File: config.mk
export PLATFORM = sky130hd
export DESIGN_NAME = audio_hpf_gate_agc_chain_unit
export DESIGN_NICKNAME = d
export VERILOG_FILES = /design/src/rtl/core/ahga_pkg.sv /design/src/rtl/core/ahga_div.sv /design/src/rtl/core/ahga_dp.sv /design/src/rtl/core/ahga_ctrl.sv /design/src/rtl/core/audio_hpf_gate_agc_chain_unit.sv
export VERILOG_INCLUDE_DIRS = /design/src /design/src/rtl/core
export SDC_FILE = /design/constraint.sdc
export NUM_CORES = 2
export LEC_CHECK = 0
export BUFFER_PORTS_ARGS = -buffer_cell sky130_fd_sc_hd__buf_4
export CAP_MARGIN = 20
export CELL_PAD_IN_SITES_DETAIL_PLACEMENT = 0
export CELL_PAD_IN_SITES_GLOBAL_PLACEMENT = 1
export CORE_MARGIN = 8
export CORE_UTILIZATION = 50
export CTS_BUF_LIST = sky130_fd_sc_hd__clkbuf_16
export DETAILED_ROUTE_END_ITERATION = 6
export PLACE_DENSITY_LB_ADDON = 0.1
export SYNTH_ARGS = -nofsm -noshare
export SYNTH_HDL_FRONTEND = slang
export SYNTH_SLANG_ARGS = --single-unit
File: constraint.sdc
create_clock -name clk -period 13.4 [get_ports clk]
set_input_delay 0.67 -clock clk [delete_from_list [all_inputs] [get_ports clk]]
set_output_delay 0.67 -clock clk [all_outputs]
set_load 0.02 [all_outputs]
File: src/rtl/core/audio_hpf_gate_agc_chain_unit_defines.svh
// ----------------------------------------------------------------------------
// Audio conditioning chain: assertion macros
// Shared concurrent assertion forms for the chain's modules.
// ----------------------------------------------------------------------------
`ifndef AUDIO_HPF_GATE_AGC_CHAIN_UNIT_DEFINES_SVH
`define AUDIO_HPF_GATE_AGC_CHAIN_UNIT_DEFINES_SVH

// Same-cycle implication, disabled during reset.
`define AHGA_ASSERT_IMP(label, clk, rst, ante, cons, msg) \
  label: assert property (@(posedge clk) disable iff (rst) (ante) |-> (cons)) \
    else $error(msg);

// Next-cycle implication, disabled during reset.
`define AHGA_ASSERT_NEXT(label, clk, rst, ante, cons, msg) \
  label: assert property (@(posedge clk) disable iff (rst) (ante) |=> (cons)) \
    else $error(msg);

`endif

File: src/rtl/core/ahga_pkg.sv
// ----------------------------------------------------------------------------
// Audio conditioning chain package
// Command and status types between controller and datapath, register codes
// and register reset values.
// ----------------------------------------------------------------------------
package ahga_pkg;

  localparam int CFG_INDEX_W = 3;

  // Widths at which the reset values below are given
  localparam int REF_COEFF_W = 16;
  localparam int REF_LEVEL_W = 15;

  localparam logic [2:0]  RST_STAGE_EN  = 3'd7;
  localparam logic [31:0] RST_HP_POLE   = 32'd62616;
  localparam logic [31:0] RST_HP_GAIN   = 32'd64076;
  localparam logic [31:0] RST_GATE_THR  = 32'd655;
  localparam logic [31:0] RST_GATE_RAT  = 32'd26214;
  localparam logic [31:0] RST_ATTACK    = 32'd65495;
  localparam logic [31:0] RST_RELEASE   = 32'd65528;
  localparam logic [31:0] RST_TARGET    = 32'd9830;

  typedef enum logic [CFG_INDEX_W-1:0] {
    REG_STAGE_EN,
    REG_HP_POLE,
    REG_HP_GAIN,
    REG_GATE_THR,
    REG_GATE_RATIO,
    REG_ATTACK,
    REG_RELEASE,
    REG_TARGET
  } cfg_reg_t;

  typedef enum logic [2:0] {
    MUL_HP_DIFF,
    MUL_HP_POLE,
    MUL_GATE,
    MUL_ENV_HOLD,
    MUL_ENV_NEW,
    MUL_GAIN
  } mul_sel_t;

  typedef enum logic [1:0] {
    ACC_HOLD,
    ACC_LOAD,
    ACC_ADD
  } acc_op_t;

  typedef enum logic [1:0] {
    WB_NONE,
    WB_HP,
    WB_SAMPLE,
    WB_ENV
  } wb_sel_t;

  typedef struct packed {
    logic     load_in;
    logic     mul_en;
    mul_sel_t mul_sel;
    acc_op_t  acc_op;
    wb_sel_t  wb_sel;
    logic     div_start;
    logic     out_load;
  } dp_cmd_t;

  typedef struct packed {
    logic hp_en;
    logic gate_en;
    logic agc_en;
    logic gate_hit;
    logic env_big;
    logic div_busy;
  } dp_status_t;

  // Rescale a fraction given at one width to another width
  function automatic logic [31:0] scale_frac(input logic [31:0] value, input int from_w,
                                             input int to_w);
    logic [31:0] r;
    if (to_w >= from_w) begin
      r = value << (to_w - from_w);
    end else begin
      r = value >> (from_w - to_w);
    end
    return r;
  endfunction

endpackage

File: src/rtl/core/ahga_div.sv
// ----------------------------------------------------------------------------
// Gain divider
// Restoring divider, one quotient bit a cycle: gain = (target << CW) / env.
// Quotients that would exceed the gain range end at once as all ones.
// ----------------------------------------------------------------------------
`include "audio_hpf_gate_agc_chain_unit_defines.svh"

module ahga_div #(
  parameter int SAMPLE_WIDTH = 16,
  parameter int COEFF_WIDTH  = 16
) (
  input  logic                      clk,
  input  logic                      rst,
  input  logic                      start,
  input  logic [SAMPLE_WIDTH-2:0]   target,
  input  logic [SAMPLE_WIDTH:0]     divisor,
  output logic                      busy,
  output logic [COEFF_WIDTH+3:0]    quotient
);
  import ahga_pkg::*;

  localparam int EW    = SAMPLE_WIDTH + 1;
  localparam int UW    = COEFF_WIDTH + 4;
  localparam int NW    = SAMPLE_WIDTH - 1 + COEFF_WIDTH;
  localparam int DW    = EW + UW - 1;
  localparam int CNT_W = $clog2(UW);

  logic [NW-1:0]    rem;
  logic [DW-1:0]    dvs;
  logic [CNT_W-1:0] cnt;
  logic             skip;
  logic             ge;

  // Quotient of 16 * 2^CW or more clamps to the top of the gain range anyway
  assign skip = (EW + 4)'(target) >= {divisor, 4'b0000};
  assign ge   = DW'(rem) >= dvs;

  always_ff @(posedge clk) begin
    if (rst) begin
      busy <= 1'b0;
      cnt  <= '0;
    end else begin
      if (start) begin
        if (skip) begin
          quotient <= '1;
        end else begin
          rem      <= {target, {COEFF_WIDTH{1'b0}}};
          dvs      <= {divisor, {(UW-1){1'b0}}};
          cnt      <= CNT_W'(UW - 1);
          quotient <= '0;
          busy     <= 1'b1;
        end
      end else if (busy) begin
        quotient <= {quotient[UW-2:0], ge};
        if (ge) begin
          rem <= rem - dvs[NW-1:0];
        end
        dvs <= dvs >> 1;
        if (cnt == '0) begin
          busy <= 1'b0;
        end else begin
          cnt <= cnt - 1'b1;
        end
      end
    end
  end

  `AHGA_ASSERT_IMP(a_no_restart, clk, rst, start, !busy, "divider restarted while busy")
  `AHGA_ASSERT_NEXT(a_last_bit, clk, rst, busy && cnt == '0, !busy, "divider overran")
  `AHGA_ASSERT_NEXT(a_skip_sat, clk, rst, start && skip, !busy && quotient == '1,
                    "saturating divide did not finish at once")

endmodule

File: src/rtl/core/ahga_dp.sv
// ----------------------------------------------------------------------------
// Audio conditioning chain datapath
// Configuration registers, filter and envelope state, one shared multiplier
// with accumulator, rounding and saturation, gain divider and result register.
// ----------------------------------------------------------------------------
module ahga_dp #(
  parameter int SAMPLE_WIDTH = 16,
  parameter int COEFF_WIDTH  = 16,
  parameter int CFG_DATA_W   = 16
) (
  input  logic                              clk,
  input  logic                              rst,
  input  logic                              cfg_wr_en,
  input  logic [ahga_pkg::CFG_INDEX_W-1:0]  cfg_index,
  input  logic [CFG_DATA_W-1:0]             cfg_data,
  input  logic signed [SAMPLE_WIDTH-1:0]    in_sample,
  input  ahga_pkg::dp_cmd_t                 cmd,
  output ahga_pkg::dp_status_t              status,
  output logic signed [SAMPLE_WIDTH-1:0]    out_sample,
  output logic [7:0]                        envelope_level
);
  import ahga_pkg::*;

  localparam int QW        = SAMPLE_WIDTH + 2;
  localparam int EW        = SAMPLE_WIDTH + 1;
  localparam int UW        = COEFF_WIDTH + 4;
  localparam int AW        = UW + 1 + QW;
  localparam int LW        = EW + 8;
  localparam int ONE_S     = 2 ** (SAMPLE_WIDTH - 1);
  localparam int MAX_Q2    = 2 ** (SAMPLE_WIDTH + 1) - 1;
  localparam int MIN_Q2    = -(2 ** (SAMPLE_WIDTH + 1));
  localparam int ONE_C     = 2 ** COEFF_WIDTH;
  localparam int HALF_C    = 2 ** (COEFF_WIDTH - 1);
  localparam int GAIN_MIN  = (ONE_C + 5) / 10;
  localparam int GAIN_MAX  = 10 * ONE_C;
  localparam int ENV_FLOOR = ONE_S / 1000;

  logic [2:0]                stage_en;
  logic [COEFF_WIDTH-1:0]    hp_pole;
  logic [COEFF_WIDTH-1:0]    hp_gain;
  logic [SAMPLE_WIDTH-2:0]   gate_thr;
  logic [COEFF_WIDTH-1:0]    gate_ratio;
  logic [COEFF_WIDTH-1:0]    attack;
  logic [COEFF_WIDTH-1:0]    release_k;
  logic [SAMPLE_WIDTH-2:0]   target;

  logic signed [SAMPLE_WIDTH-1:0] x;
  logic signed [SAMPLE_WIDTH-1:0] x1;
  logic signed [QW-1:0]           y1;
  logic signed [QW-1:0]           s;
  logic [EW-1:0]                  env;

  logic signed [AW-1:0] prod;
  logic signed [AW-1:0] acc;
  logic signed [AW-1:0] acc_rnd;
  logic signed [AW-1:0] rnd_q;
  logic signed [QW-1:0] q2_sat;
  logic [EW-1:0]        env_sat;

  logic signed [SAMPLE_WIDTH:0] diff;
  logic signed [QW:0]           s_wide;
  logic [QW:0]                  abs_wide;
  logic [QW-1:0]                mag;
  logic [EW-1:0]                mag_sat;
  logic [COEFF_WIDTH-1:0]       env_k;
  logic [COEFF_WIDTH:0]         k_comp;
  logic                         env_big;

  logic [UW-1:0]        op_u;
  logic signed [QW-1:0] op_s;
  logic [UW-1:0]        quotient;
  logic [UW-1:0]        gain;
  logic                 div_busy;

  logic signed [SAMPLE_WIDTH-1:0] out_sat;
  logic [LW-1:0]                  lvl_full;
  logic [LW-1:0]                  lvl_shift;
  logic [7:0]                     lvl_sat;

  // Operand preparation
  assign diff     = {x[SAMPLE_WIDTH-1], x} - {x1[SAMPLE_WIDTH-1], x1};
  assign s_wide   = {s[QW-1], s};
  assign abs_wide = s[QW-1] ? (~s_wide + 1'b1) : s_wide;
  assign mag      = abs_wide[QW-1:0];
  assign mag_sat  = mag[QW-1] ? {EW{1'b1}} : mag[EW-1:0];
  assign env_k    = (mag_sat > env) ? attack : release_k;
  assign k_comp   = {1'b1, {COEFF_WIDTH{1'b0}}} - {1'b0, env_k};
  assign env_big  = env > EW'(ENV_FLOOR);

  always_comb begin
    op_u = '0;
    op_s = '0;
    case (cmd.mul_sel)
      MUL_HP_DIFF: begin
        op_u = UW'(hp_gain);
        op_s = {diff[SAMPLE_WIDTH], diff};
      end
      MUL_HP_POLE: begin
        op_u = UW'(hp_pole);
        op_s = y1;
      end
      MUL_GATE: begin
        op_u = UW'(gate_ratio);
        op_s = s;
      end
      MUL_ENV_HOLD: begin
        op_u = UW'(env_k);
        op_s = {1'b0, env};
      end
      MUL_ENV_NEW: begin
        op_u = UW'(k_comp);
        op_s = {1'b0, mag_sat};
      end
      MUL_GAIN: begin
        op_u = gain;
        op_s = s;
      end
      default: ;
    endcase
  end

  // Round half up at the coefficient point, then saturate
  assign acc_rnd = acc + AW'(HALF_C);
  assign rnd_q   = acc_rnd >>> COEFF_WIDTH;

  always_comb begin
    if (rnd_q > AW'(MAX_Q2)) begin
      q2_sat = {1'b0, {(QW-1){1'b1}}};
    end else if (rnd_q < AW'(MIN_Q2)) begin
      q2_sat = {1'b1, {(QW-1){1'b0}}};
    end else begin
      q2_sat = rnd_q[QW-1:0];
    end
    if (rnd_q[AW-1]) begin
      env_sat = '0;
    end else if (rnd_q > AW'(MAX_Q2)) begin
      env_sat = {EW{1'b1}};
    end else begin
      env_sat = rnd_q[EW-1:0];
    end
  end

  // Gain in Q4.CW, unity at a near-silent envelope
  always_comb begin
    if (!env_big) begin
      gain = UW'(ONE_C);
    end else if (quotient < UW'(GAIN_MIN)) begin
      gain = UW'(GAIN_MIN);
    end else if (quotient > UW'(GAIN_MAX)) begin
      gain = UW'(GAIN_MAX);
    end else begin
      gain = quotient;
    end
  end

  ahga_div #(
    .SAMPLE_WIDTH (SAMPLE_WIDTH),
    .COEFF_WIDTH  (COEFF_WIDTH)
  ) u_div (
    .clk      (clk),
    .rst      (rst),
    .start    (cmd.div_start),
    .target   (target),
    .divisor  (env),
    .busy     (div_busy),
    .quotient (quotient)
  );

  // Result formatting
  assign lvl_full  = {env, 8'b0} - {8'b0, env};
  assign lvl_shift = lvl_full >> (SAMPLE_WIDTH - 1);
  assign lvl_sat   = (lvl_shift > LW'(255)) ? 8'hFF : lvl_shift[7:0];

  always_comb begin
    if (s > QW'(ONE_S - 1)) begin
      out_sat = {1'b0, {(SAMPLE_WIDTH-1){1'b1}}};
    end else if (s < QW'(-ONE_S)) begin
      out_sat = {1'b1, {(SAMPLE_WIDTH-1){1'b0}}};
    end else begin
      out_sat = s[SAMPLE_WIDTH-1:0];
    end
  end

  always_comb begin
    status.hp_en    = stage_en[0];
    status.gate_en  = stage_en[1];
    status.agc_en   = stage_en[2];
    status.gate_hit = mag < QW'(gate_thr);
    status.env_big  = env_big;
    status.div_busy = div_busy;
  end

  // Configuration and filter/envelope state
  always_ff @(posedge clk) begin
    if (rst) begin
      stage_en   <= RST_STAGE_EN;
      hp_pole    <= COEFF_WIDTH'(scale_frac(RST_HP_POLE, REF_COEFF_W, COEFF_WIDTH));
      hp_gain    <= COEFF_WIDTH'(scale_frac(RST_HP_GAIN, REF_COEFF_W, COEFF_WIDTH));
      gate_thr   <= (SAMPLE_WIDTH-1)'(scale_frac(RST_GATE_THR, REF_LEVEL_W, SAMPLE_WIDTH - 1));
      gate_ratio <= COEFF_WIDTH'(scale_frac(RST_GATE_RAT, REF_COEFF_W, COEFF_WIDTH));
      attack     <= COEFF_WIDTH'(scale_frac(RST_ATTACK, REF_COEFF_W, COEFF_WIDTH));
      release_k  <= COEFF_WIDTH'(scale_frac(RST_RELEASE, REF_COEFF_W, COEFF_WIDTH));
      target     <= (SAMPLE_WIDTH-1)'(scale_frac(RST_TARGET, REF_LEVEL_W, SAMPLE_WIDTH - 1));
      x1         <= '0;
      y1         <= '0;
      env        <= '0;
    end else begin
      if (cfg_wr_en) begin
        unique case (cfg_reg_t'(cfg_index))
          REG_STAGE_EN:   stage_en   <= cfg_data[2:0];
          REG_HP_POLE:    hp_pole    <= cfg_data[COEFF_WIDTH-1:0];
          REG_HP_GAIN:    hp_gain    <= cfg_data[COEFF_WIDTH-1:0];
          REG_GATE_THR:   gate_thr   <= cfg_data[SAMPLE_WIDTH-2:0];
          REG_GATE_RATIO: gate_ratio <= cfg_data[COEFF_WIDTH-1:0];
          REG_ATTACK:     attack     <= cfg_data[COEFF_WIDTH-1:0];
          REG_RELEASE:    release_k  <= cfg_data[COEFF_WIDTH-1:0];
          REG_TARGET:     target     <= cfg_data[SAMPLE_WIDTH-2:0];
        endcase
      end
      if (cmd.wb_sel == WB_HP) begin
        x1 <= x;
        y1 <= q2_sat;
      end
      if (cmd.wb_sel == WB_ENV) begin
        env <= env_sat;
      end
    end
  end

  // Working sample, multiplier, accumulator, result register
  always_ff @(posedge clk) begin
    if (cmd.load_in) begin
      x <= in_sample;
      s <= {{2{in_sample[SAMPLE_WIDTH-1]}}, in_sample};
    end else if (cmd.wb_sel == WB_HP || cmd.wb_sel == WB_SAMPLE) begin
      s <= q2_sat;
    end
    if (cmd.mul_en) begin
      prod <= $signed({1'b0, op_u}) * op_s;
    end
    case (cmd.acc_op)
      ACC_LOAD: acc <= prod;
      ACC_ADD:  acc <= acc + prod;
      default:  ;
    endcase
    if (cmd.out_load) begin
      out_sample     <= out_sat;
      envelope_level <= lvl_sat;
    end
  end

endmodule

File: src/rtl/core/ahga_ctrl.sv
// ----------------------------------------------------------------------------
// Audio conditioning chain controller
// Sequences filter, gate and gain control steps on the shared datapath and
// owns the input and result handshakes.
// ----------------------------------------------------------------------------
`include "audio_hpf_gate_agc_chain_unit_defines.svh"

module ahga_ctrl (
  input  logic                  clk,
  input  logic                  rst,
  input  logic                  in_valid,
  output logic                  in_ready,
  output logic                  out_valid,
  input  logic                  out_ready,
  input  ahga_pkg::dp_status_t  status,
  output ahga_pkg::dp_cmd_t     cmd
);
  import ahga_pkg::*;

  typedef enum logic [4:0] {
    ST_IDLE,
    ST_HP_M1,
    ST_HP_M2,
    ST_HP_ACC,
    ST_HP_WB,
    ST_GATE_CHK,
    ST_GATE_M,
    ST_GATE_ACC,
    ST_GATE_WB,
    ST_AGC_CHK,
    ST_ENV_M1,
    ST_ENV_M2,
    ST_ENV_ACC,
    ST_ENV_WB,
    ST_GAIN_CHK,
    ST_DIV_WAIT,
    ST_GAIN_M,
    ST_GAIN_ACC,
    ST_GAIN_WB,
    ST_FINISH
  } state_t;

  state_t state;

  assign in_ready = (state == ST_IDLE);

  always_comb begin
    cmd = '0;
    unique case (state)
      ST_IDLE:     cmd.load_in = in_valid;
      ST_HP_M1: begin
        cmd.mul_en  = 1'b1;
        cmd.mul_sel = MUL_HP_DIFF;
      end
      ST_HP_M2: begin
        cmd.mul_en  = 1'b1;
        cmd.mul_sel = MUL_HP_POLE;
        cmd.acc_op  = ACC_LOAD;
      end
      ST_HP_ACC:   cmd.acc_op = ACC_ADD;
      ST_HP_WB:    cmd.wb_sel = WB_HP;
      ST_GATE_M: begin
        cmd.mul_en  = 1'b1;
        cmd.mul_sel = MUL_GATE;
      end
      ST_GATE_ACC: cmd.acc_op = ACC_LOAD;
      ST_GATE_WB:  cmd.wb_sel = WB_SAMPLE;
      ST_ENV_M1: begin
        cmd.mul_en  = 1'b1;
        cmd.mul_sel = MUL_ENV_HOLD;
      end
      ST_ENV_M2: begin
        cmd.mul_en  = 1'b1;
        cmd.mul_sel = MUL_ENV_NEW;
        cmd.acc_op  = ACC_LOAD;
      end
      ST_ENV_ACC:  cmd.acc_op = ACC_ADD;
      ST_ENV_WB:   cmd.wb_sel = WB_ENV;
      ST_GAIN_CHK: cmd.div_start = status.env_big;
      ST_GAIN_M: begin
        cmd.mul_en  = 1'b1;
        cmd.mul_sel = MUL_GAIN;
      end
      ST_GAIN_ACC: cmd.acc_op = ACC_LOAD;
      ST_GAIN_WB:  cmd.wb_sel = WB_SAMPLE;
      ST_FINISH:   cmd.out_load = !out_valid || out_ready;
      default: ;
    endcase
  end

  always_ff @(posedge clk) begin
    if (rst) begin
      state     <= ST_IDLE;
      out_valid <= 1'b0;
    end else begin
      if (cmd.out_load) begin
        out_valid <= 1'b1;
      end else if (out_ready) begin
        out_valid <= 1'b0;
      end
      unique case (state)
        ST_IDLE: begin
          if (in_valid) begin
            state <= status.hp_en ? ST_HP_M1 : ST_GATE_CHK;
          end
        end
        ST_HP_M1:    state <= ST_HP_M2;
        ST_HP_M2:    state <= ST_HP_ACC;
        ST_HP_ACC:   state <= ST_HP_WB;
        ST_HP_WB:    state <= ST_GATE_CHK;
        ST_GATE_CHK: begin
          state <= (status.gate_en && status.gate_hit) ? ST_GATE_M : ST_AGC_CHK;
        end
        ST_GATE_M:   state <= ST_GATE_ACC;
        ST_GATE_ACC: state <= ST_GATE_WB;
        ST_GATE_WB:  state <= ST_AGC_CHK;
        ST_AGC_CHK:  state <= status.agc_en ? ST_ENV_M1 : ST_FINISH;
        ST_ENV_M1:   state <= ST_ENV_M2;
        ST_ENV_M2:   state <= ST_ENV_ACC;
        ST_ENV_ACC:  state <= ST_ENV_WB;
        ST_ENV_WB:   state <= ST_GAIN_CHK;
        ST_GAIN_CHK: state <= status.env_big ? ST_DIV_WAIT : ST_GAIN_M;
        ST_DIV_WAIT: begin
          if (!status.div_busy) begin
            state <= ST_GAIN_M;
          end
        end
        ST_GAIN_M:   state <= ST_GAIN_ACC;
        ST_GAIN_ACC: state <= ST_GAIN_WB;
        ST_GAIN_WB:  state <= ST_FINISH;
        ST_FINISH: begin
          // hold until the result register is free
          if (!out_valid || out_ready) begin
            state <= ST_IDLE;
          end
        end
        default:     state <= ST_IDLE;
      endcase
    end
  end

  `AHGA_ASSERT_NEXT(a_leave_idle, clk, rst, in_valid && in_ready, state != ST_IDLE,
                    "accepted sample did not start processing")
  `AHGA_ASSERT_IMP(a_div_start, clk, rst, cmd.div_start, status.env_big && !status.div_busy,
                   "divider started on a small envelope or while busy")
  `AHGA_ASSERT_IMP(a_gain_after_div, clk, rst, state == ST_GAIN_M, !status.div_busy,
                   "gain applied before the divider finished")
  `AHGA_ASSERT_NEXT(a_result_shown, clk, rst, cmd.out_load, out_valid && state == ST_IDLE,
                    "loaded result not presented")

endmodule

File: src/rtl/core/audio_hpf_gate_agc_chain_unit.sv
// ----------------------------------------------------------------------------
// Audio conditioning chain: high-pass filter, noise gate, gain control
// Usage:
//   s_axis_* carries one signed Q1.15 sample per transfer; m_axis_* returns
//   one result per sample: the processed sample and the 8-bit envelope level.
//   Registers are written through cfg_wr_en/cfg_index/cfg_data while idle.
// Timing:
//   One sample is processed at a time. With all stages on, the gain divider,
//   one quotient bit a cycle, is the longest step. The next sample is taken
//   as soon as the previous one is in the result register, even while that
//   result still waits.
// Reset:
//   rst clears the filter and envelope state and loads the register defaults;
//   no result is pending afterwards.
// Stall:
//   While m_axis_tready stays low the result holds, one more sample may be
//   processed, and then s_axis_tready stays low until the result is taken.
// ----------------------------------------------------------------------------
module audio_hpf_gate_agc_chain_unit #(
  parameter int SAMPLE_WIDTH = 16,
  parameter int COEFF_WIDTH  = 16,
  localparam int CFG_DATA_W  = (COEFF_WIDTH > SAMPLE_WIDTH - 1) ? COEFF_WIDTH
                                                                : SAMPLE_WIDTH - 1,
  localparam int IN_TDATA_W  = ((SAMPLE_WIDTH + 7) / 8) * 8,
  localparam int OUT_TDATA_W = ((SAMPLE_WIDTH + 8 + 7) / 8) * 8
) (
  input  logic                              clk,
  input  logic                              rst,
  input  logic                              s_axis_tvalid,
  output logic                              s_axis_tready,
  input  logic [IN_TDATA_W-1:0]             s_axis_tdata,  // in_sample
  output logic                              m_axis_tvalid,
  input  logic                              m_axis_tready,
  output logic [OUT_TDATA_W-1:0]            m_axis_tdata,  // out_sample, envelope_level
  input  logic                              cfg_wr_en,
  input  logic [ahga_pkg::CFG_INDEX_W-1:0]  cfg_index,
  input  logic [CFG_DATA_W-1:0]             cfg_data
);
  import ahga_pkg::*;

  dp_cmd_t    cmd;
  dp_status_t status;

  logic signed [SAMPLE_WIDTH-1:0] in_sample;
  logic signed [SAMPLE_WIDTH-1:0] out_sample;
  logic [7:0]                     envelope_level;

  assign in_sample    = s_axis_tdata[SAMPLE_WIDTH-1:0];
  assign m_axis_tdata = OUT_TDATA_W'({envelope_level, out_sample});

  ahga_ctrl u_ctrl (
    .clk       (clk),
    .rst       (rst),
    .in_valid  (s_axis_tvalid),
    .in_ready  (s_axis_tready),
    .out_valid (m_axis_tvalid),
    .out_ready (m_axis_tready),
    .status    (status),
    .cmd       (cmd)
  );

  ahga_dp #(
    .SAMPLE_WIDTH (SAMPLE_WIDTH),
    .COEFF_WIDTH  (COEFF_WIDTH),
    .CFG_DATA_W   (CFG_DATA_W)
  ) u_dp (
    .clk            (clk),
    .rst            (rst),
    .cfg_wr_en      (cfg_wr_en),
    .cfg_index      (cfg_index),
    .cfg_data       (cfg_data),
    .in_sample      (in_sample),
    .cmd            (cmd),
    .status         (status),
    .out_sample     (out_sample),
    .envelope_level (envelope_level)
  );

endmodule
==> results.sh <==
export IMPL_ys_warnings_count=0
export IMPL_synth_area_top_cells="edfxtp_1 19%, fa_1 16%, dfxtp_1 9.9%"
export IMPL_cts_resized=0
export IMPL_hold_violations=0
export IMPL_drt_wl_total_mm=108
export IMPL_fmax_ghz=0.0798
export IMPL_ys_ff_latch=399
export IMPL_finalCritPeriodShare=0.935
export IMPL_synth_top_area_share=0.189
export IMPL_critPathRequiredTime_ns=13.73
export IMPL_core_um2=70100
export IMPL_clk_pin_slew_ns=0.07
export IMPL_drive_gt1_frac=0.0670
export IMPL_drc=1
export IMPL_portBuffers=65
export IMPL_syn_to_final_growth_pct=8.77
export IMPL_failed_checks="design-rule violations"
export IMPL_slew_headroom=0.249
export IMPL_drtPass1Iterations=7
export IMPL_rows=97
export IMPL_worstSetupStartpointType="flop"
export IMPL_ys_flop_type="edfxtp_1"
export IMPL_via_count=28785
export IMPL_synth_top_area_cell="edfxtp_1"
export IMPL_diodes=0
export IMPL_setup_tns_ns=0
export IMPL_synth_async_reset_ratio=0
export IMPL_synth_cell_types=94
export IMPL_syn_inst=3990
export IMPL_cts_made_buffers=49
export IMPL_dp_hpwl_mm=81.3
export IMPL_grt_pass1_wl_mm=169
export IMPL_synth_edf_count=223
export IMPL_die_y_um=283
export IMPL_synth_area_um2=35500
export IMPL_die_w_um=283
export IMPL_grt_pass1_vias=28451
export IMPL_grt_max_degree=87
export IMPL_grt_setup_unrepaired="false"
export IMPL_clk_latency_ns=0.62
export IMPL_outcome="complete, but fails checks"
export IMPL_cts_max_path_buffers=3
export IMPL_wl_per_cell_um=21.7
export IMPL_root_buffer="clkbuf_16"
export IMPL_finalSetupViolCount=0
export IMPL_hold_class="input pin to flop"
export IMPL_place_ws_ns=1.06
export IMPL_nFillCells=6645
export IMPL_critPathKind="flop to flop"
export IMPL_finalNetCount=4598
export IMPL_cts_hold_buf=0
export IMPL_post_cts_buffers=0
export IMPL_worst_slack_ns=0.872
export IMPL_avgSynthCellArea_um2=8.90
export IMPL_htreeDepth=2
export IMPL_drt_iter0_drc=2391
export IMPL_die_area_um2=79800
export IMPL_worst_pin_slew_ns=1.13
export IMPL_slew_viol_final=0
export IMPL_cts_tree="yes"
export IMPL_crit_fanout=8
export IMPL_critPathMaxStageDelay_ns=0.78
export IMPL_vias_per_cell=5.79
export IMPL_drt_antenna_violating_nets=0
export IMPL_fin_skew_ns=0.0403
export IMPL_arrival_ns=12.86
export IMPL_grt_util_all_layers=0.273
export IMPL_start_util=0.506
export IMPL_worst_path_max_delay_cell="o221ai_1"
export IMPL_io_pins=66
export IMPL_maxCapViolCount=0
export IMPL_cpMostUsedCell="fa_1"
export IMPL_gp_congestion=0.920
export IMPL_synth_nets=4600
export IMPL_endpoint_kind="flop"
export IMPL_min_period_ns=12.53
export IMPL_yosysSeqAreaShare=0.288
export IMPL_antenna_found_initial=3
export IMPL_cts_sinks=399
export IMPL_overflow=0
## kinds of logic after synthesis
kind of cell	share of synthesized area
adders and majority gates	0.262
DFF	0.288
muxes	0.0217
AOI/OAI and AO/OA	0.139
xor gates and xnor gates	0.0330
buffers and inverters	0.0730
and+or+nand+nor	0.183
## sequential cells by signal (all words and copies together), names as in the netlist, 17 cells and up
| signal | cells |
|---|---|
| u_dp.u_div.rem | 31 |
| u_dp.s | 18 |
| u_dp.u_div.quotient | 20 |
| u_dp.env | 17 |
| u_dp.y1 | 18 |
| u_dp.u_div.dvs | 36 |
| u_dp.prod | 39 |
| u_dp.acc | 39 |
## cells in the mapped netlist, drive strengths merged, types with 49 or more instances
| cell | count |
|---|---|
| nand2 | 612 |
| inv | 500 |
| nor2 | 359 |
| fa | 291 |
| ha | 279 |
| edfxtp | 223 |
| a21oi | 202 |
| dfxtp | 176 |
| clkbuf | 117 |
| o21ai | 116 |
| xnor2 | 91 |
| a21o | 67 |
| nand3b | 66 |
| nand3 | 64 |
| nor3 | 57 |
| buf | 54 |
| nand2b | 54 |
| mux2i | 49 |
## worst paths after layout
check	start	end	slack, ns	cells after the start
max reg2reg	u_dp.s[0]	u_dp.prod[38]	0.87	40
max	u_dp.s[0]	u_dp.prod[38]	0.87	40
min reg2reg	u_dp.hp_gain[0]	u_dp.hp_gain[0]	0.45	2
min	s_axis_tdata[1]	u_dp.x[1]	0.27	1
## layout by cell type, fill, tap and decap left out, types with 11 or more instances in the layout
cell type and count:
a211o_1 28, a211oi_1 27, a21o_1 67, a21oi_1 201, a222oi_1 19, a22o_1 27
a22oi_1 12, a2bb2oi_1 17, a31oi_1 18, and2_1 37, and3_1 22, buf_4 116
clkbuf_16 51, clkinv_2 13, dfxtp_1 176, edfxtp_1 223, fa_1 291, ha_1 278
inv_1 507, mux2_2 25, mux2i_1 49, nand2_1 611, nand2b_1 53, nand3_1 63
nand3b_1 66, nand4_1 17, nor2_1 356, nor2b_1 44, nor3_1 52, nor4_1 14
o211ai_1 17, o21a_1 31, o21ai_0 106, o21bai_1 11, o31ai_1 24, or3_1 21
xnor2_1 91, xor2_1 43
## through the flow
step / hold WS, ns / instances / cell area (um2) / util
after floorplan: 0.436 / 3990 / 35500 / -
after global placement: 0.442 / 4875 / 36900 / 0.526
after detailed placement: 0.447 / 4876 / 36900 / 0.526
after CTS: 0.243 / 4967 / 38600 / 0.550
after global routing: 0.249 / 4968 / 38600 / 0.551
final: 0.273 / 4968 / 38600 / 0.551
## worst max-delay path: cells and delay by family (launching register included)
family / cells / cell delay [ns]
compound gates: 11 / 3.68
simple gates: 9 / 2.30
mux: 2 / 0.42
flops: 1 / 0.49
fa+ha+maj: 10 / 4.29
buf+inv: 5 / 0.40
xor+xnor: 3 / 0.63
## area by class of cell
type                    count  area, um2  share of cell area
well taps                 940       1180              0.0304
clock buffers              51       1280              0.0330
inverters                 502       1880              0.0488
multi-input cells        2918      22800               0.589
repair buffers            118        897              0.0232
clock inverters            40        410              0.0106
flip-flops and latches    399      10200               0.265
## layer usage
layer / global-route usage / vias up / share of wire
li1: - / 13491 / -
met1: 0.389 / 14188 / 0.46
met2: 0.428 / 918 / 0.44
met3: 0.0424 / 186 / 0.069
met4: 0.0757 / 2 / 0.029
met5: 0 / - / 0.00012
Power is not shown: default switching activity piles up to over one toggle a cycle in this logic, so the estimate is an artifact.
